## config.mk

```make
export PLATFORM = sky130hd
export DESIGN_NAME = idct_front
export DESIGN_NICKNAME = d
export VERILOG_FILES = /design/src/hw/rtl/idct_pkg.sv /design/src/hw/rtl/idct_front.sv
export SDC_FILE = /design/constraint.sdc
export NUM_CORES = 1
export LEC_CHECK = 0
export BUFFER_PORTS_ARGS = -buffer_cell sky130_fd_sc_hd__buf_2
export CORE_ASPECT_RATIO = 1.1
export CORE_MARGIN = 2
export CORE_UTILIZATION = 40
export CTS_CLUSTER_DIAMETER = 200
export DETAILED_ROUTE_END_ITERATION = 12
export PLACE_DENSITY = 0.76
export RECOVER_POWER = 25
export SYNTH_ARGS = -nofsm -noshare
export SYNTH_HDL_FRONTEND = slang
export SYNTH_SLANG_ARGS = --single-unit
```

## constraint.sdc

```tcl
create_clock -name clk -period 2.1 [get_ports clk]
set_input_delay 0.525 -clock clk [delete_from_list [all_inputs] [get_ports clk]]
set_output_delay 0.525 -clock clk [all_outputs]
set_load 0.02 [all_outputs]
```

## src/hw/rtl/idct_pkg.sv

```systemverilog
// ----------------------------------------------------------------------------
// idct_pkg
// Shared constants and the cosine weight table of the 2-D inverse DCT.
// ----------------------------------------------------------------------------
package idct_pkg;

    localparam int SIZE      = 8;
    localparam int IDX_W     = $clog2(SIZE);
    localparam int AREA      = SIZE * SIZE;
    localparam int ADDR_W    = 2 * IDX_W;
    localparam int COEF_W    = 12;
    localparam int WEIGHT_W  = 15;
    localparam int ROW_W     = COEF_W + WEIGHT_W + IDX_W;
    localparam int ACC_W     = ROW_W + WEIGHT_W + IDX_W;
    localparam int QDEPTH    = 2;

    // Weight W[k][n] = round(2^13 * C(k) * cos((2n+1) k pi / 2N)), N = 8.
    function automatic logic signed [WEIGHT_W-1:0] weight(
        input logic [IDX_W-1:0] k,
        input logic [IDX_W-1:0] n
    );
        logic [5:0]  j;
        logic signed [WEIGHT_W-1:0] q;
        logic signed [WEIGHT_W-1:0] r;
        j = 6'((({3'd0, n} << 1) + 6'd1) * {3'd0, k});
        j = j & 6'(4 * SIZE - 1);
        r = '0;
        q = '0;
        if (k == '0)
        begin
            r = 15'sd5793;
        end
        else
        begin
            case (j[3] ? 6'(16 - {2'b0, j[3:0]}) & 6'd15 : {2'b0, j[3:0]})
                6'd0:    q = 15'sd8192;
                6'd1:    q = 15'sd8035;
                6'd2:    q = 15'sd7568;
                6'd3:    q = 15'sd6811;
                6'd4:    q = 15'sd5793;
                6'd5:    q = 15'sd4551;
                6'd6:    q = 15'sd3135;
                6'd7:    q = 15'sd1598;
                default: q = 15'sd0;
            endcase
            if (j[3:0] == 4'd8)
            begin
                q = 15'sd0;
            end
            // Quadrants 2 and 3 of the cosine are negative.
            r = (j[4] ^ j[3]) && (j[3:0] != 4'd8) ? -q : q;
            if (j[4:0] == 5'd16 || (j[3:0] == 4'd8))
            begin
                r = (j[4:0] == 5'd16) ? -15'sd8192 : 15'sd0;
            end
            if (j[4:0] == 5'd0)
            begin
                r = 15'sd8192;
            end
        end
        return r;
    endfunction

endpackage

```

## src/hw/rtl/idct_front.sv

```systemverilog
// ----------------------------------------------------------------------------
// idct_front
// Collects coefficients of a block and queues a job when the block is full.
// ----------------------------------------------------------------------------
module idct_front (
    input  logic                               clk,
    input  logic                               rst_n,
    input  logic                               in_valid,
    output logic                               in_ready,
    input  logic signed [idct_pkg::COEF_W-1:0] in_coef,
    output logic                               wr_en,
    output logic                               wr_bank,
    output logic [idct_pkg::ADDR_W-1:0]        wr_addr,
    output logic signed [idct_pkg::COEF_W-1:0] wr_data,
    output logic                               job_valid,
    output logic                               job_bank,
    input  logic                               job_taken
);
    import idct_pkg::*;

    logic [ADDR_W-1:0] count_reg, count_next;
    logic              bank_reg, bank_next;
    logic [1:0]        pend_reg, pend_next;   // jobs queued, not done
    logic              head_reg, head_next;
    logic              acc;
    logic              done;

    // Two banks; loading stops while both hold unprocessed blocks.
    assign in_ready = (pend_reg != 2'(QDEPTH));
    assign acc      = in_valid && in_ready;
    assign done     = acc && (count_reg == ADDR_W'(AREA - 1));
    assign wr_en    = acc;
    assign wr_bank  = bank_reg;
    assign wr_addr  = count_reg;
    assign wr_data  = in_coef;
    assign job_valid = (pend_reg != 2'd0);
    assign job_bank  = head_reg;

    always_comb
    begin
        count_next = acc ? (done ? '0 : count_reg + 1'b1) : count_reg;
        bank_next  = done ? ~bank_reg : bank_reg;
        pend_next  = pend_reg + 2'(done) - 2'(job_taken);
        head_next  = job_taken ? ~head_reg : head_reg;
    end

    always_ff @(posedge clk or negedge rst_n)
    begin
        if (!rst_n)
        begin
            count_reg <= '0;
            bank_reg  <= 1'b0;
            pend_reg  <= '0;
            head_reg  <= 1'b0;
        end
        else
        begin
            count_reg <= count_next;
            bank_reg  <= bank_next;
            pend_reg  <= pend_next;
            head_reg  <= head_next;
        end
    end

    assert property (@(posedge clk) disable iff (!rst_n) pend_reg <= 2'(QDEPTH))
        else $error("job count overflow");
    assert property (@(posedge clk) disable iff (!rst_n) job_taken |-> job_valid)
        else $error("job taken while none queued");
    assert property (@(posedge clk) disable iff (!rst_n)
        done |=> (count_reg == '0)) else $error("count not wrapped");
endmodule

```

==> out/metrics.cfg <==
[cts]
ctsResizeCount = 0
postCtsHoldBufs = 0
cts_buffers = 3
clock-root-buffer = clkbuf_4
path_clk_slew_ns = 0.06
tritoncts = yes
clock_latency_ns = 0.25
cts_sinks = 10
post_cts_buffers = 0
htree_levels = 1
cts.path.max_buffers = 2

[place]
portBuffers = 14
placedCellCount = 77
place_congestion = 0.786
hpwlAfterDp_microns = 776

[sta]
report.final.setup_viol = 0
finalCritPeriodShare_pct = 85.8
slew_viol_final = 0
grt_setup_unrepaired = no
slew_headroom_pct = 64.5
max_freq_mhz = 555
layout_min_cycle_time_ns = 1.80
tightest_slew_ns = 0.532
hold_violations = 0
clock_skew_ns = 0.00236
hold_ws_ns = 0.219
tns_ns = 0

[power]
power_frac_clock_pct = 11.7
p_comb_share_pct = 50.7
vdd_drop_max_mv = 0.609
power.share.switching_pct = 45.8
powerDensity_nw_per_um2 = 1670
p_switching_uw = 480
p_leak_uw = 0.000303
internal_power_uw = 569
seq_power_share_pct = 37.7

[layout]
nNetsFinal = 84
post-route-util_pct = 44.9
num_antenna_cells = 0
largest_reg_flops = 6
final_layout_size_suffix_gt1_share_pct = 37.5
finalNonFillerCells = 80
syn_to_final_growth_pct = 3.50
fillerInstances = 146

[synthesis]
syn_area_sq_um = 608
synth-compound-area-share_pct = 10.5
synth_edf_count = 0
synth_top_area_share_pct = 41.2
synthTopCellsByArea = dfrtp_1, buf_4, xor2_1
synth_cell_type_count = 25
synth_fa_ha_area_share_pct = 4.12
synth-seq-cells = 10
synthCells = 59
ys.warnings.count = 0
synth_simple_gate_area_share_pct = 12.8
synth_top_family_by_area = buffers and inverters
seq_area_frac_synth_pct = 41.2
yosysTopAreaCell = dfrtp_1
synth_mux_area_share_pct = 2.47
avgSynthCellArea_sq_um = 10.3
synthArstFlopShare_pct = 100
synth_nets = 77
synth-main-ff-cell = dfrtp_1
synth_xor_area_share_pct = 10.1

[global_route]
grt_overflow_total = 0
grt_pass1_vias = 399
grt_usage_pct = 14.0
antenna_found_initial = 0
grt_pass1_wl_mm = 1.73
grt_max_degree = 11

[die]
coreArea_sq_um = 1400
num_io_pins = 39
rows = 14
initial_utilization_pct = 43.4
die_h_microns = 44.9
dieWidth_microns = 41.2
die-area_sq_um = 1850

[worst_setup_path]
critPathKind = flop to flop
required_ns = 2.27
worstPathMaxFanout = 6
worstSetupEndpointType = flop
crit_path_start_kind = flop
critPathArrivalTime_ns = 1.98

[route]
firstDrtPassIters = 4
vias = 409
via_per_inst = 5.11
drt-total-wl_microns = 986
post_drt_wl_per_cell_microns = 12.3
drc_errors = 0
ant_nets = 0
drt_iter0_drc = 8

[hold_path]
min_path_type = primary input to async pin

[status]
outcome = finished clean

[run]
maxCapViolCount = 0

layout make-up:
cell class	instances	area (sq um)	share of cell area [%]
sequential	10	250	39.8
multi-input combinational	31	243	38.6
timing repair buffer	14	68.8	10.9
inverter	6	25.0	3.98
clock buffer	3	22.5	3.58
tap	16	20.0	3.18
logic make-up (layout without fill, tap and decap cells):
family	count (synthesis)	after routing
compound gates	9	9
xor+xnor	7	7
flops	10	10
mux	1	1
simple gates	12	12
buf+inv	18	23
fa+ha+maj	2	2
cells in the mapped netlist (2+ instances only):
library cell / number
buf_4: 12
dfrtp_1: 10
xor2_1: 5
inv_1: 3
nand2_1: 3
nand3_1: 3
ha_1: 2
inv_2: 2
o41ai_1: 2
xnor2_1: 2
layout by cell type, fill, tap and decap left out:
cell       netlist  routed
a31oi_1          1       1
ha_1             2       2
and2b_4          1       1
a21oi_1          1       1
inv_4            1       1
o21ai_0          1       1
dfrtp_1         10      10
buf_2            0      13
nor4_2           1       1
nand3_1          3       3
inv_2            2       2
mux2_4           1       1
xor2_1           5       5
o2111ai_1        1       1
o41ai_1          2       2
clkbuf_4         0       3
nand2_2          1       1
nand2_1          3       3
or2_1            1       1
xnor2_1          2       2
inv_1            3       3
nand4_1          1       1
o21ai_1          1       1
nor3_2           1       1
o31a_1           1       1
o31ai_1          1       1
clkbuf_1         0       1
final timing paths:
path	from	end	slack [ns]	cells after the start
setup / recovery	wr_addr[1]	pend_reg[1]	0.30	7
hold / removal	rst_n	wr_addr[3]	0.22	1
setup reg to reg	wr_addr[1]	pend_reg[1]	0.30	7
hold reg to reg	job_bank	job_bank	0.46	1
max in group asynchronous	rst_n	wr_addr[5]	1.53	1
min in group clk	job_bank	job_bank	0.46	1
power by group through the flow:
stage,Combinational [uW],Sequential (uW),Clock [uW]
2_1_floorplan,337,468,0
3_3_place_gp,528,397,0
3_5_place_dp,537,399,0
4_1_cts,539,397,132
5_1_grt,589,412,146
6_report,531,395,122
layer usage:
metal	vias up	track usage [%]	share of wire (%)
li1	200	-	-
met1	188	18.3	46
met2	19	18.8	42
met3	2	3.94	11
met4	0	11.0	0.51
met5	-	0	0
through the flow:
stage          area, sq um  total power (uW)  worst slack [ns]
3_3_place_gp           608               924             0.350
6_report               629              1050             0.297
5_1_grt                629              1150            0.0829
2_1_floorplan          608               805             0.327
3_5_place_dp           608               936             0.298
4_1_cts                631              1070             0.275
critical path: stages (launching register included):
cell	delay (ns)
dfrtp_1	0.44
ha_1	0.27
nand4_1	0.15
nor3_2	0.21
xor2_1	0.17
ha_1	0.17
xor2_1	0.17
xnor2_1	0.14
Power figures use the tool's default switching activity.
